File: src/sv/irc_tok_pkg.sv
`default_nettype none
// ----------------------------------------------------------------------------
// irc_tok_pkg
// Shared types and constants of the IRC line tokenizer.
// ----------------------------------------------------------------------------
package irc_tok_pkg;

  localparam int unsigned LineLengthDef = 512;
  localparam int unsigned MaxParamsDef  = 255;
  localparam logic [9:0]  NumericMaxRst = 10'd999;

  localparam logic [7:0] ChColon = 8'h3A;
  localparam logic [7:0] ChSpace = 8'h20;
  localparam logic [7:0] ChZero  = 8'h30;
  localparam logic [7:0] ChNine  = 8'h39;

  localparam logic [2:0] CmdDigits = 3'd3;
  localparam logic [2:0] CmdCountSat = 3'd4;

  typedef enum logic [7:0] {
    PhLineStart = 8'b0000_0001,
    PhPrefixGap = 8'b0000_0010,
    PhPrefix    = 8'b0000_0100,
    PhCmdGap    = 8'b0000_1000,
    PhCommand   = 8'b0001_0000,
    PhParamGap  = 8'b0010_0000,
    PhMiddle    = 8'b0100_0000,
    PhTrailing  = 8'b1000_0000
  } phase_e;

  typedef enum logic [2:0] {
    KindPrefix   = 3'd0,
    KindCommand  = 3'd1,
    KindMiddle   = 3'd2,
    KindTrailing = 3'd3,
    KindDropped  = 3'd4
  } kind_e;

  typedef struct packed {
    logic       known;
    logic       is_num;
    logic [9:0] value;
  } cmd_info_t;

  typedef struct packed {
    kind_e      kind;
    logic [8:0] start;
    logic [9:0] length;
    logic [7:0] pidx;
    cmd_info_t  info;
    logic       ovf;
    logic       eol;
  } token_t;

  // Classify the finished command word.
  function automatic cmd_info_t latch_cmd(logic [9:0] acc, logic [2:0] dcnt,
                                          logic all_dig, logic [9:0] nmax);
    cmd_info_t r;
    r.is_num = (dcnt == CmdDigits) && all_dig;
    r.value  = r.is_num ? acc : 10'd0;
    r.known  = r.is_num && (r.value != 10'd0) && (r.value <= nmax);
    return r;
  endfunction

endpackage
`default_nettype wire

File: src/sv/irc_tok_in_if.sv
`default_nettype none
// ----------------------------------------------------------------------------
// irc_tok_in_if
// Byte channel into the tokenizer: one line character per transaction.
// ----------------------------------------------------------------------------
interface irc_tok_in_if;
  logic       valid;
  logic       ready;
  logic [7:0] line_byte;
  logic       line_last;

  modport source (output valid, line_byte, line_last, input ready);
  modport sink   (input valid, line_byte, line_last, output ready);
endinterface
`default_nettype wire

File: src/sv/irc_tok_out_if.sv
`default_nettype none
// ----------------------------------------------------------------------------
// irc_tok_out_if
// Token channel out of the tokenizer: one token per transaction.
// ----------------------------------------------------------------------------
interface irc_tok_out_if;
  logic       valid;
  logic       ready;
  logic [2:0] token_kind;
  logic [8:0] token_start;
  logic [9:0] token_length;
  logic [7:0] param_index;
  logic [9:0] command_numeric;
  logic       command_is_numeric;
  logic       numeric_known;
  logic       param_overflow;
  logic       end_of_line;

  modport source (output valid, token_kind, token_start, token_length, param_index,
                  command_numeric, command_is_numeric, numeric_known,
                  param_overflow, end_of_line, input ready);
  modport sink   (input valid, token_kind, token_start, token_length, param_index,
                  command_numeric, command_is_numeric, numeric_known,
                  param_overflow, end_of_line, output ready);
endinterface
`default_nettype wire

File: src/sv/irc_line_tokenizer.sv
`default_nettype none
// ----------------------------------------------------------------------------
// irc_line_tokenizer
// Splits an IRC message line, one byte per transaction, into tokens.
// ----------------------------------------------------------------------------
//  channel   dir  handshake      payload
//  line_i    in   valid/ready    line_byte, line_last
//  token_o   out  valid/ready    kind, start, length, index, command info, eol
//  cfg       in   cfg_we_i       cfg_wdata_i = numeric_max
//
// One byte is parsed per cycle; its tokens (zero, one or two) go into a
// four-entry output queue and show on token_o from the next cycle. The queue
// drains one token per cycle: line_i is ready while it has room for two
// tokens, so only bytes that end two tokens in close succession, or a stalled
// token_o, hold line_i. Reset returns the parser to line start and
// numeric_max to 999; the queue comes up empty.
module irc_line_tokenizer
  import irc_tok_pkg::*;
#(
  parameter int unsigned LINE_LENGTH = LineLengthDef,
  parameter int unsigned MAX_PARAMS  = MaxParamsDef
) (
  input  wire               clk_i,
  input  wire               rst_ni,
  irc_tok_in_if.sink        line_i,
  irc_tok_out_if.source     token_o,
  input  wire               cfg_we_i,
  input  wire  [9:0]        cfg_wdata_i
);

  localparam int unsigned OffW = $clog2(LINE_LENGTH + 1);

  // Parser state
  phase_e          phase_q, phase_d;
  logic [OffW-1:0] off_q, off_d;
  logic [OffW-1:0] start_q, start_d;
  logic [7:0]      pcnt_q, pcnt_d;
  logic [9:0]      acc_q, acc_d;
  logic [2:0]      dcnt_q, dcnt_d;
  logic            alld_q, alld_d;
  cmd_info_t       info_q, info_d;
  logic [9:0]      nmax_q;

  // Output queue
  token_t          fifo_q [4];
  logic [1:0]      wr_ptr_q, rd_ptr_q;
  logic [2:0]      cnt_q;

  token_t          res [2];
  logic [1:0]      n_res;
  logic            in_fire, out_fire;

  assign line_i.ready = (cnt_q <= 3'd2);
  assign in_fire      = line_i.valid && line_i.ready;
  assign out_fire     = token_o.valid && token_o.ready;

  function automatic token_t mk_tok(kind_e kind, logic [15:0] start, logic [15:0] len,
                                    logic [7:0] pidx, cmd_info_t info, logic ovf);
    token_t t;
    t.kind   = kind;
    t.start  = start[8:0];
    t.length = len[9:0];
    t.pidx   = pidx;
    t.info   = info;
    t.ovf    = ovf;
    t.eol    = 1'b0;
    return t;
  endfunction

  always_comb begin
    logic [7:0]      b;
    logic            digit;
    logic            ovf;
    logic [7:0]      pidx;
    logic [OffW-1:0] len;

    phase_d = phase_q;
    off_d   = off_q;
    start_d = start_q;
    pcnt_d  = pcnt_q;
    acc_d   = acc_q;
    dcnt_d  = dcnt_q;
    alld_d  = alld_q;
    info_d  = info_q;
    res[0]  = '0;
    res[1]  = '0;
    n_res   = 2'd0;
    b       = line_i.line_byte;
    digit   = b inside {[ChZero:ChNine]};
    ovf     = 1'b0;
    pidx    = 8'd0;
    len     = '0;

    if (in_fire) begin
      if (off_q < OffW'(LINE_LENGTH)) begin
        off_d = off_q + 1'b1;
        case (phase_q)
          PhLineStart, PhCmdGap: begin
            if (phase_q == PhLineStart && b == ChColon) begin
              phase_d = PhPrefixGap;
            end else if (b == ChSpace) begin
              phase_d = PhCmdGap;
            end else begin
              // open the command; first character counts
              start_d = off_q;
              phase_d = PhCommand;
              alld_d  = digit;
              acc_d   = digit ? {6'd0, 4'(b - ChZero)} : 10'd0;
              dcnt_d  = 3'd1;
            end
          end
          PhPrefixGap: begin
            if (b != ChSpace) begin
              start_d = off_q;
              phase_d = PhPrefix;
            end
          end
          PhPrefix: begin
            if (b == ChSpace) begin
              res[0]  = mk_tok(KindPrefix, 16'(start_q), 16'(off_q - start_q), 8'd0,
                               '0, 1'b0);
              n_res   = 2'd1;
              phase_d = PhCmdGap;
            end
          end
          PhCommand: begin
            if (b == ChSpace) begin
              info_d  = latch_cmd(acc_q, dcnt_q, alld_q, nmax_q);
              res[0]  = mk_tok(KindCommand, 16'(start_q), 16'(off_q - start_q), 8'd0,
                               info_d, 1'b0);
              n_res   = 2'd1;
              phase_d = PhParamGap;
            end else begin
              if (digit && dcnt_q < CmdDigits) begin
                acc_d = 10'((acc_q << 3) + (acc_q << 1) + {6'd0, 4'(b - ChZero)});
              end
              if (!digit) begin
                alld_d = 1'b0;
              end
              if (dcnt_q < CmdCountSat) begin
                dcnt_d = dcnt_q + 3'd1;
              end
            end
          end
          PhParamGap: begin
            if (b == ChColon) begin
              start_d = off_q + 1'b1;
              phase_d = PhTrailing;
            end else if (b != ChSpace) begin
              start_d = off_q;
              phase_d = PhMiddle;
            end
          end
          PhMiddle: begin
            if (b == ChSpace) begin
              ovf     = (pcnt_q >= 8'(MAX_PARAMS));
              pidx    = ovf ? 8'(MAX_PARAMS) : pcnt_q;
              pcnt_d  = ovf ? pcnt_q : pcnt_q + 8'd1;
              res[0]  = mk_tok(KindMiddle, 16'(start_q), 16'(off_q - start_q), pidx,
                               info_q, ovf);
              n_res   = 2'd1;
              phase_d = PhParamGap;
            end
          end
          default: ;
        endcase
      end

      if (line_i.line_last) begin
        len  = (off_d >= start_d) ? off_d - start_d : '0;
        ovf  = (pcnt_d >= 8'(MAX_PARAMS));
        pidx = ovf ? 8'(MAX_PARAMS) : pcnt_d;
        case (phase_d)
          PhPrefix: begin
            res[0] = mk_tok(KindPrefix, 16'(start_d), 16'(len), 8'd0, '0, 1'b0);
            res[1] = mk_tok(KindDropped, 16'd0, 16'd0, 8'd0, '0, 1'b0);
            n_res  = 2'd2;
          end
          PhCommand: begin
            info_d = latch_cmd(acc_d, dcnt_d, alld_d, nmax_q);
            res[0] = mk_tok(KindCommand, 16'(start_d), 16'(len), 8'd0, info_d, 1'b0);
            res[1] = mk_tok(KindMiddle, 16'(off_d), 16'd0, pidx, info_d, ovf);
            n_res  = 2'd2;
          end
          PhParamGap: begin
            res[n_res[0]] = mk_tok(KindMiddle, 16'(off_d), 16'd0, pidx, info_d, ovf);
            n_res         = n_res + 2'd1;
          end
          PhMiddle: begin
            res[n_res[0]] = mk_tok(KindMiddle, 16'(start_d), 16'(len), pidx, info_d, ovf);
            n_res         = n_res + 2'd1;
          end
          PhTrailing: begin
            res[n_res[0]] = mk_tok(KindTrailing, 16'(start_d), 16'(len), pidx, info_d,
                                   ovf);
            n_res         = n_res + 2'd1;
          end
          default: begin
            res[n_res[0]] = mk_tok(KindDropped, 16'd0, 16'd0, 8'd0, '0, 1'b0);
            n_res         = n_res + 2'd1;
          end
        endcase
        // flag the final token, then clear the line
        if (n_res == 2'd2) begin
          res[1].eol = 1'b1;
        end else begin
          res[0].eol = 1'b1;
        end
        phase_d = PhLineStart;
        off_d   = '0;
        start_d = '0;
        pcnt_d  = 8'd0;
        acc_d   = 10'd0;
        dcnt_d  = 3'd0;
        alld_d  = 1'b1;
        info_d  = '0;
      end
    end
  end

  always_ff @(posedge clk_i or negedge rst_ni) begin
    if (!rst_ni) begin
      phase_q  <= PhLineStart;
      off_q    <= '0;
      start_q  <= '0;
      pcnt_q   <= 8'd0;
      acc_q    <= 10'd0;
      dcnt_q   <= 3'd0;
      alld_q   <= 1'b1;
      info_q   <= '0;
      nmax_q   <= NumericMaxRst;
      wr_ptr_q <= 2'd0;
      rd_ptr_q <= 2'd0;
      cnt_q    <= 3'd0;
    end else begin
      phase_q  <= phase_d;
      off_q    <= off_d;
      start_q  <= start_d;
      pcnt_q   <= pcnt_d;
      acc_q    <= acc_d;
      dcnt_q   <= dcnt_d;
      alld_q   <= alld_d;
      info_q   <= info_d;
      if (cfg_we_i) begin
        nmax_q <= cfg_wdata_i;
      end
      wr_ptr_q <= wr_ptr_q + n_res;
      if (out_fire) begin
        rd_ptr_q <= rd_ptr_q + 2'd1;
      end
      cnt_q    <= cnt_q + {1'b0, n_res} - {2'd0, out_fire};
    end
  end

  // Queue payload: no reset needed
  always_ff @(posedge clk_i) begin
    if (n_res != 2'd0) begin
      fifo_q[wr_ptr_q] <= res[0];
    end
    if (n_res == 2'd2) begin
      fifo_q[wr_ptr_q + 2'd1] <= res[1];
    end
  end

  assign token_o.valid              = (cnt_q != 3'd0);
  assign token_o.token_kind         = fifo_q[rd_ptr_q].kind;
  assign token_o.token_start        = fifo_q[rd_ptr_q].start;
  assign token_o.token_length       = fifo_q[rd_ptr_q].length;
  assign token_o.param_index        = fifo_q[rd_ptr_q].pidx;
  assign token_o.command_numeric    = fifo_q[rd_ptr_q].info.value;
  assign token_o.command_is_numeric = fifo_q[rd_ptr_q].info.is_num;
  assign token_o.numeric_known      = fifo_q[rd_ptr_q].info.known;
  assign token_o.param_overflow     = fifo_q[rd_ptr_q].ovf;
  assign token_o.end_of_line        = fifo_q[rd_ptr_q].eol;

endmodule
`default_nettype wire
File: src/flat_wrapper.sv
// flat-port wrapper written by rule: the top's interface ports become plain ports
module irc_line_tokenizer_flat import irc_tok_pkg::*;
#(
  parameter int unsigned LINE_LENGTH = LineLengthDef,
  parameter int unsigned MAX_PARAMS  = MaxParamsDef
)
  (clk_i, rst_ni, cfg_we_i, cfg_wdata_i, line_i_valid, line_i_line_byte, line_i_line_last, line_i_ready, token_o_valid, token_o_token_kind, token_o_token_start, token_o_token_length, token_o_param_index, token_o_command_numeric, token_o_command_is_numeric, token_o_numeric_known, token_o_param_overflow, token_o_end_of_line, token_o_ready);
  irc_tok_in_if line_i_i ();
  irc_tok_out_if token_o_i ();
  input  wire clk_i;
  input  wire rst_ni;
  input  wire cfg_we_i;
  input  wire  [9:0] cfg_wdata_i;
  input wire logic [$bits(line_i_i.valid)-1:0] line_i_valid;
  input wire logic [$bits(line_i_i.line_byte)-1:0] line_i_line_byte;
  input wire logic [$bits(line_i_i.line_last)-1:0] line_i_line_last;
  output wire logic [$bits(line_i_i.ready)-1:0] line_i_ready;
  output wire logic [$bits(token_o_i.valid)-1:0] token_o_valid;
  output wire logic [$bits(token_o_i.token_kind)-1:0] token_o_token_kind;
  output wire logic [$bits(token_o_i.token_start)-1:0] token_o_token_start;
  output wire logic [$bits(token_o_i.token_length)-1:0] token_o_token_length;
  output wire logic [$bits(token_o_i.param_index)-1:0] token_o_param_index;
  output wire logic [$bits(token_o_i.command_numeric)-1:0] token_o_command_numeric;
  output wire logic [$bits(token_o_i.command_is_numeric)-1:0] token_o_command_is_numeric;
  output wire logic [$bits(token_o_i.numeric_known)-1:0] token_o_numeric_known;
  output wire logic [$bits(token_o_i.param_overflow)-1:0] token_o_param_overflow;
  output wire logic [$bits(token_o_i.end_of_line)-1:0] token_o_end_of_line;
  input wire logic [$bits(token_o_i.ready)-1:0] token_o_ready;
  assign line_i_i.valid = line_i_valid;
  assign line_i_i.line_byte = line_i_line_byte;
  assign line_i_i.line_last = line_i_line_last;
  assign line_i_ready = line_i_i.ready;
  assign token_o_valid = token_o_i.valid;
  assign token_o_token_kind = token_o_i.token_kind;
  assign token_o_token_start = token_o_i.token_start;
  assign token_o_token_length = token_o_i.token_length;
  assign token_o_param_index = token_o_i.param_index;
  assign token_o_command_numeric = token_o_i.command_numeric;
  assign token_o_command_is_numeric = token_o_i.command_is_numeric;
  assign token_o_numeric_known = token_o_i.numeric_known;
  assign token_o_param_overflow = token_o_i.param_overflow;
  assign token_o_end_of_line = token_o_i.end_of_line;
  assign token_o_i.ready = token_o_ready;
  irc_line_tokenizer #(.LINE_LENGTH(LINE_LENGTH), .MAX_PARAMS(MAX_PARAMS)) u_core (.clk_i(clk_i), .rst_ni(rst_ni), .line_i(line_i_i), .token_o(token_o_i), .cfg_we_i(cfg_we_i), .cfg_wdata_i(cfg_wdata_i));
endmodule
File: config.mk
export PLATFORM = sky130hd
export DESIGN_NAME = irc_line_tokenizer_flat
export DESIGN_NICKNAME = d
export VERILOG_FILES = /design/src/sv/irc_tok_pkg.sv /design/src/sv/irc_tok_in_if.sv /design/src/sv/irc_tok_out_if.sv /design/src/sv/irc_line_tokenizer.sv /design/src/flat_wrapper.sv
export SDC_FILE = /design/constraint.sdc
export NUM_CORES = 1
export LEC_CHECK = 0
export ABC_AREA = 1
export BUFFER_PORTS_ARGS = -buffer_cell sky130_fd_sc_hd__buf_2
export CAP_MARGIN = 0
export CELL_PAD_IN_SITES_DETAIL_PLACEMENT = 1
export CELL_PAD_IN_SITES_GLOBAL_PLACEMENT = 1
export CORE_MARGIN = 5
export CORE_UTILIZATION = 47
export DETAILED_ROUTE_END_ITERATION = 12
export PLACE_DENSITY_LB_ADDON = 0.3
export SYNTH_ARGS = -nofsm -noshare
export SYNTH_HDL_FRONTEND = slang
export SYNTH_SLANG_ARGS = --single-unit
File: constraint.sdc
create_clock -name clk_i -period 6.7 [get_ports clk_i]
set_input_delay 1.675 -clock clk_i [delete_from_list [all_inputs] [get_ports clk_i]]
set_output_delay 1.675 -clock clk_i [all_outputs]
set_load 0.03 [all_outputs]
### Word level (Yosys, flattened, before mapping)

Memory sizes are Yosys's and may differ from the RTL's.
Index checks and enable logic that the tools add are counted.

| storage, ports and cells | value |
|---|---|
| memory bits (writable) | 176 |
| output and inout port bits | 46 |
| memories | 1 |
| bits of input ports | 24 |
| flip-flop bits (word level) | 79 |
| word-level logic and storage cells | 177 |

Memories:

| memory | depth | bits a word | rd ports | clocked after Yosys merged registers in | wr ports | RTL line | RTL |
|---|---|---|---|---|---|---|---|
| u_core.fifo_q | 4 | 44 | 1 | 0 | 2 | irc_line_tokenizer.sv:45 | `token_t fifo_q [4];` |

| cells by class | value |
|---|---|
| bitwise gates (word level) | 4 |
| mux-type cells | 92 |
| reductions and logical operators | 20 |
| add/subtract/negate cells | 14 |
| equality and inequality tests | 19 |
| magnitude comparators | 13 |

Operator list:

| cell | count |
|---|---|
| $pmux W88 S5 | 1 |
| $bwmux W88 | 3 |
| $mux W10 | 20 |
| $mux W88 | 2 |
| $mux W8 | 17 |
| $mux W44 | 3 |
| $pmux W44 S3 | 1 |
| $and A86 B86 Y86 | 1 |
| $not A86 Y86 | 1 |
| $mux W12 | 5 |
| $demux W44 S1 | 1 |
| $mux W43 | 1 |
| $mux W42 | 1 |
| $mux W41 | 1 |
| $pmux W8 S5 | 1 |
| $eq A8 B6 Y1 const B | 4 |
| $pmux W10 S3 | 1 |
| $mux W3 | 7 |
| $le A10 B10 Y1 | 2 |
| $pmux W10 S2 | 1 |
| $reduce_bool A10 Y1 | 2 |
| $sub A10 B10 Y10 | 2 |
| $eq A8 B3 Y1 const B | 2 |
| $eq A8 B5 Y1 const B | 2 |
| 41 further kinds | 80 |

### Depth between registers and ports, before layout

Gate-level depths: netlist of run 1.

| logic depth | value |
|---|---|
| depth after elaboration | 16 |
| gate-level depth with buffers | 27 |
| mapped depth without buffers | 27 |

### Least setup slack after synthesis of run 1

OpenSTA, ideal clock, no wires.

| path | value |
|---|---|
| path type | input to register |
| start | in line_i_line_last |
| end | mem u_core.fifo_q[2][0] (netlist name) (enable) |
| path buffers | 1 |
| required time | 6189 ps |
| arrival time | 6306 ps |
| library setup time | 511 ps |
| slack | -118 ps |
| cell stages on the path | 7 |
| cells stage by stage | clkbuf_1 > inv_1 > nor2_1 > inv_1 > nand2_1 > inv_1 > o31ai_1 |

RTL lines:

| item | RTL line | RTL |
|---|---|---|
| start: declaration | flat_wrapper.sv:16 | `input wire logic [$bits(line_i_i.line_last)-1:0] line_i_line_last;` |
| end: declaration | irc_line_tokenizer.sv:45 |  |

==> results of run 1 <==
-- per-layer routing --
layer  routed length (um)  up-vias
li1                     -     7109
met3                 4590      121
met1                24200     7641
met4                 1590        4
met5                   27        -
met2                27500      606
-- per-stage QoR --
step           total power [mW]  utilization [%]  hold WS (ps)  setup WS, ps
2_1_floorplan              5.19                -           464          37.6
3_3_place_gp               6.40             49.5           485          1080
3_5_place_dp               6.56             49.5           495           746
4_1_cts                    8.21             52.3           516          1310
5_1_grt                    8.74             52.3           531           834
6_report                   8.26             52.3           515          1220
-- final cells by class --
cell class	instances	share of cell area, %
clock buffer	37	4.41
clock inverter	16	0.944
inverter	216	4.52
multi-input combinational	1498	43.5
sequential	255	40.4
tap	455	3.16
timing repair buffer	97	3.09
-- final timing paths --
kind | from | endpoint | depth (start not counted)
max | line_i_line_byte[3] | u_core.fifo_q[3][29] | 24
min in group asynchronous | rst_ni | u_core.cnt_q[0] | 1
min reg2reg | u_core.cnt_q[2] | u_core.cnt_q[2] | 1
max reg2reg | u_core.off_q[9] | u_core.fifo_q[3][29] | 20
max in group asynchronous | rst_ni | u_core.start_q[9] | 2
min | u_core.cnt_q[2] | u_core.cnt_q[2] | 1
-- synthesized netlist by cell type (all sizes together), types with 17 or more instances --
cell type,number
a21oi,104
nand3,114
or2,17
inv,211
o22ai,96
dfrtp,69
a31oi,28
clkbuf,57
nor3,27
nor2,246
nand2,475
xor2,17
o21ai,232
nand4,19
edfxtp,176
buf,34
ha,61
-- power breakdown --
group | internal [mW] | total [mW] | leakage [nW] | switching, mW
combinational | 1.15 | 4.42 | 4.40 | 3.27
clock | 0.953 | 1.65 | 0.467 | 0.693
sequential | 1.98 | 2.19 | 2.67 | 0.209
total | 4.09 | 8.26 | 7.54 | 4.17
-- kinds of logic (layout without fill, tap and decap cells) --
logic type               Yosys count  after routing  share of synthesized area [%]
AND/OR/NAND/NOR                  906            906                           24.1
multiplexers                       2              2                          0.130
flip-flops                       255            255                           44.6
buffers and inverters            307            366                           7.67
XOR/XNOR                          24             24                           1.29
adder cells (fa/ha/maj)           66             66                           5.29
AO/OA/AOI/OAI                    500            500                           16.9
-- sequential cells by signal (all words and copies together) (netlist names) --
signal and count:
u_core.dcnt_q 3, u_core.start_q 10, u_core.wr_ptr_q 2, u_core.off_q 10
u_core.rd_ptr_q 2, u_core.fifo_q 176, u_core.nmax_q 10, u_core.phase_q 8
u_core.alld_q 1, u_core.info_q 12, u_core.acc_q 10, u_core.cnt_q 3
u_core.pcnt_q 8
-- worst reg2reg max path, delay by kind of cell, from the launching register on --
kind | cells | cell delay (ps)
buf+inv | 3 | 840
simple gates | 8 | 1240
fa+ha+maj | 1 | 430
compound gates | 8 | 1470
flops | 1 | 820
==> results.json, run 1 <==
{
  "grtUsageMet1_pct": 39.3,
  "met3_usage_pct": 4.91,
  "status": "finished, final reports clean",
  "dp_hpwl_um": 40500,
  "clkSlewWorstSetupHoldPaths_ps": 60,
  "yosysTopAreaCell": "edfxtp_1",
  "ys.flop_type": "edfxtp_1",
  "ys_seq_area_share_pct": 44.6,
  "layout_min_cycle_time_ps": 5480,
  "fin_nets": 2187,
  "crit_path_end_kind": "register",
  "cp_common_cell": "nand2_1",
  "synth_edf_count": 176,
  "grt_overflow": 0,
  "numClockSinks": 255,
  "syn_area_um2": 16300,
  "critPathMaxStageDelay_ps": 460,
  "gp_congestion": 0.951,
  "layout_worst_path_cycle_share_pct": 81.8,
  "clk_path_buf_depth": 3,
  "tns_ps": 0,
  "ios": 70,
  "portBuffers": 69,
  "cts-resized-gates": 0,
  "drtIter0Drc": 1436,
  "diodes": 0,
  "rows": 68,
  "start_kind": "primary input",
  "path_cells": "buf_2, inv_1, nand2_1, nor2_1, nand2_1, nand2_1, a21oi_1, nand2_1, nand2_1, nand2_1, o21ai_0, ha_1, inv_1, o31ai_1, nand2_1, o211ai_1, nand2_1, nand3_1, a21oi_1, inv_1, o21ai_0, a21oi_1, nand3_1, a21oi_1",
  "total_leakage_power_nw": 7.54,
  "drive_gt1_share_pct": 11.7,
  "antenna_found_initial": 2,
  "design_area_um2": 18000,
  "ys_types": 53,
  "die_x_um": 196,
  "crit_slowest_cell": "o31ai_1",
  "cp.required_ps": 7080,
  "post_cts_buffers": 0,
  "die_h_um": 196,
  "grt-busiest-layer": "met2",
  "grt_pass1_wl_um": 90200,
  "coreArea_um2": 34500,
  "worstPathMaxFanout": 14,
  "hp-class": "register to register",
  "grt_max_degree": 73,
  "cp_num_buf_inv": 4,
  "area_delta_synth_final_pct": 10.5,
  "async_flop_share_pct": 31.0,
  "fmax_ghz": 0.182,
  "maxSlewHeadroom_pct": 19.0,
  "peakVddDrop_mv": 0.346,
  "cts_hold_buf": 0,
  "post_drt_wl_per_cell_um": 22.5,
  "vias": 15500,
  "synth_top_area_share_pct": 32.4,
  "cts_tree": "yes",
  "cts_made_buffers": 29,
  "die-area_um2": 38600,
  "use_met2_pct": 49.2,
  "postSynthAreaPerCell_um2": 7.92,
  "yosys_warnings": 0,
  "drv_slew": 0,
  "netlist_top_cells_area": "edfxtp_1 (32%), dfrtp_1 (11%), nand2_1 (10%)",
  "cp_top_family": "simple AND/OR/NAND/NOR gates",
  "critPathKind": "primary input to register",
  "worstMarginPinSlew_ps": 1210,
  "cts-htree-levels": 1,
  "rsz0062_at_grt": "no",
  "grt_pass1_vias": 16000,
  "final_cell_mix": "nand2_1 (456), nor2_1 (230), o21ai_0 (214)",
  "final-hold-violation-count": 0,
  "multiInputGateArea_um2": 7850,
  "clock_skew_ps": 19.8,
  "grt_util_all_layers_pct": 29.3,
  "ant_nets": 0,
  "drc": 0,
  "totalWireLength_um": 57900,
  "cts-root-buf": "clkbuf_16",
  "crit_arrival_ps": 5870,
  "powerDensity_nw_per_um2": 458,
  "fillers": 4286,
  "synthCells": 2060,
  "stdcell_count": 2574,
  "drtPass1Iterations": 5,
  "synth_seq_cells": 255,
  "mostFrequentLayoutCell": "nand2_1",
  "r2r_slack_ps": 1700,
  "cap_violations": 0,
  "regArea_um2": 7280,
  "clock_latency_ps": 570,
  "setup_viol": 0,
  "start_util_pct": 47.4,
  "placedCellCount": 2521,
  "synth.net_count": 2150,
  "via_per_inst": 6.01,
  "post_dp_cell_area_um2": 17100
}
(Power assumes the default switching activity.)
==> run 2, diff against run 1 <==
clock period = 5.05 ns   (was 6.7 ns; I/O delays follow)
==> results.json, run 2 (synthesized netlist as in run 1, its figures left out) <==
{
  "cp_common_cell": "nand2_1",
  "worstPathMaxFanout": 9,
  "area_delta_synth_final_pct": 12.1,
  "drtIter0Drc": 1121,
  "path_cells": "buf_2, nor2_1, nand2_1, nor2_1, nand2_1, nand2_1, a21oi_1, nand2_1, nand2_1, nand2_1, o21ai_0, ha_1, inv_1, o31ai_1, nand2_1, o211ai_1, nand2_1, nand3_1, a21oi_1, inv_1, o21ai_0, a21oi_1, nand3_1, a21oi_1",
  "status": "finished, final reports clean",
  "cts_made_buffers": 29,
  "portBuffers": 69,
  "critPathMaxStageDelay_ps": 390,
  "die_x_um": 196,
  "peakVddDrop_mv": 0.424,
  "crit_arrival_ps": 5090,
  "start_util_pct": 47.4,
  "fmax_ghz": 0.213,
  "grt_overflow": 0,
  "clkSlewWorstSetupHoldPaths_ps": 60,
  "vias": 15500,
  "total_leakage_power_nw": 7.69,
  "grt_pass1_vias": 16200,
  "rsz0062_at_grt": "no",
  "final-hold-violation-count": 0,
  "cts-htree-levels": 1,
  "cts_tree": "yes",
  "clock_skew_ps": 13.3,
  "start_kind": "primary input",
  "maxSlewHeadroom_pct": 47.8,
  "tns_ps": 0,
  "grt_max_degree": 59,
  "wl_met2_um": 27500,
  "ios": 70,
  "crit_slowest_cell": "ha_1",
  "fin_ws_ps": 347,
  "clock_latency_ps": 560,
  "fin_nets": 2219,
  "powerDensity_nw_per_um2": 602,
  "regMostFlops": "u_core.fifo_q",
  "antenna_found_initial": 2,
  "die-area_um2": 38600,
  "holdWs_ps": 527,
  "cts_hold_buf": 0,
  "wl_met3_um": 3960,
  "clk_path_buf_depth": 3,
  "cts-resized-gates": 0,
  "rows": 68,
  "cap_violations": 0,
  "final_cell_mix": "nand2_1 (456), nor2_1 (230), o21ai_0 (214)",
  "drv_slew": 0,
  "post_cts_buffers": 0,
  "worstMarginPinSlew_ps": 764,
  "setup_viol": 0,
  "grt_util_all_layers_pct": 29.5,
  "gp_congestion": 0.892,
  "crit_path_end_kind": "register",
  "top_layer": "met5",
  "grt_pass1_wl_um": 90900,
  "ant_nets": 0,
  "drc": 0,
  "cp.required_ps": 5440,
  "coreArea_um2": 34500,
  "utilization_pct": 53.1,
  "hp-class": "register to register",
  "wl_met1_um": 24500,
  "layout_min_cycle_time_ps": 4700,
  "die_h_um": 196,
  "critPathKind": "primary input to register",
  "drive_gt1_share_pct": 12.8,
  "numClockSinks": 255,
  "diodes": 0,
  "drtPass1Iterations": 5,
  "via_per_inst": 5.96,
  "dpl_worst_slack_ps": -5.69,
  "totalWireLength_um": 57700,
  "mostFrequentLayoutCell": "nand2_1",
  "reg.largest.list": "u_core.fifo_q: 176 flops, u_core.info_q: 12 flops",
  "post_drt_wl_per_cell_um": 22.2,
  "layout_worst_path_cycle_share_pct": 93.1,
  "cts-root-buf": "clkbuf_16",
  "largest_reg_flops": 176,
  "dp_hpwl_um": 41100
}
-- run 2: changes by cell type in the layout (fill, tap and decap cells not counted), moves of 2 or more --
cell	previous run	this run
inv_6	2	0
clkbuf_1	4	7
bufinv_16	3	1
buf_12	0	8
buf_4	29	53
-- run 2: worst max-delay path: cells and delay by family --
kind                       cells  cell delay (ps)
and+or+nand+nor               12             1660
AOI/OAI and AO/OA              8             1340
buffers and inverters          3              430
adders and majority gates      1              390
-- run 2: routing by layer --
metal  up-vias  global-route usage [%]
met5         -                       0
met4         4                    8.64
met3       121                    4.34
met2       565                    49.7
met1      7657                    39.7
li1       7185                       -
-- run 2: metrics by stage --
| step | instances | instance area [um^2] | power (mW) |
|---|---|---|---|
| detailed placement | 2553 | 17400 | 8.86 |
| global placement | 2553 | 17400 | 8.63 |
| CTS | 2605 | 18300 | 10.9 |
| floorplan | 2060 | 16300 | 6.89 |
| finish | 2605 | 18300 | 11.0 |
| global route | 2605 | 18300 | 11.7 |
-- run 2: path summary, 6_finish.rpt --
check | startpoint | to | slack (ps) | depth (start not counted)
hold / removal | u_core.cnt_q[2] | u_core.cnt_q[2] | 530 | 1
setup / recovery | line_i_line_byte[7] | u_core.fifo_q[0][30] | 350 | 24
hold reg to reg | u_core.cnt_q[2] | u_core.cnt_q[2] | 530 | 1
setup reg to reg | u_core.phase_q[7] | u_core.fifo_q[0][30] | 600 | 24
max in group asynchronous | rst_ni | u_core.info_q[8] | 3340 | 2
min in group asynchronous | rst_ni | u_core.cnt_q[1] | 770 | 1
-- run 2: final cells by class --
cell class	count	area (um^2)
Inverter	216	813
Sequential cell	255	7280
Fill cell	4243	16200
Timing Repair Buffer	129	898
Clock inverter	12	93.8
Tap cell	455	569
Multi-Input combinational cell	1498	7850
Clock buffer	40	807
-- run 2: where the power goes --
group / internal, mW / switching, mW / total, mW
combinational: 1.65 / 4.47 / 6.12
sequential: 2.63 / 0.215 / 2.84
clock: 1.16 / 0.888 / 2.05
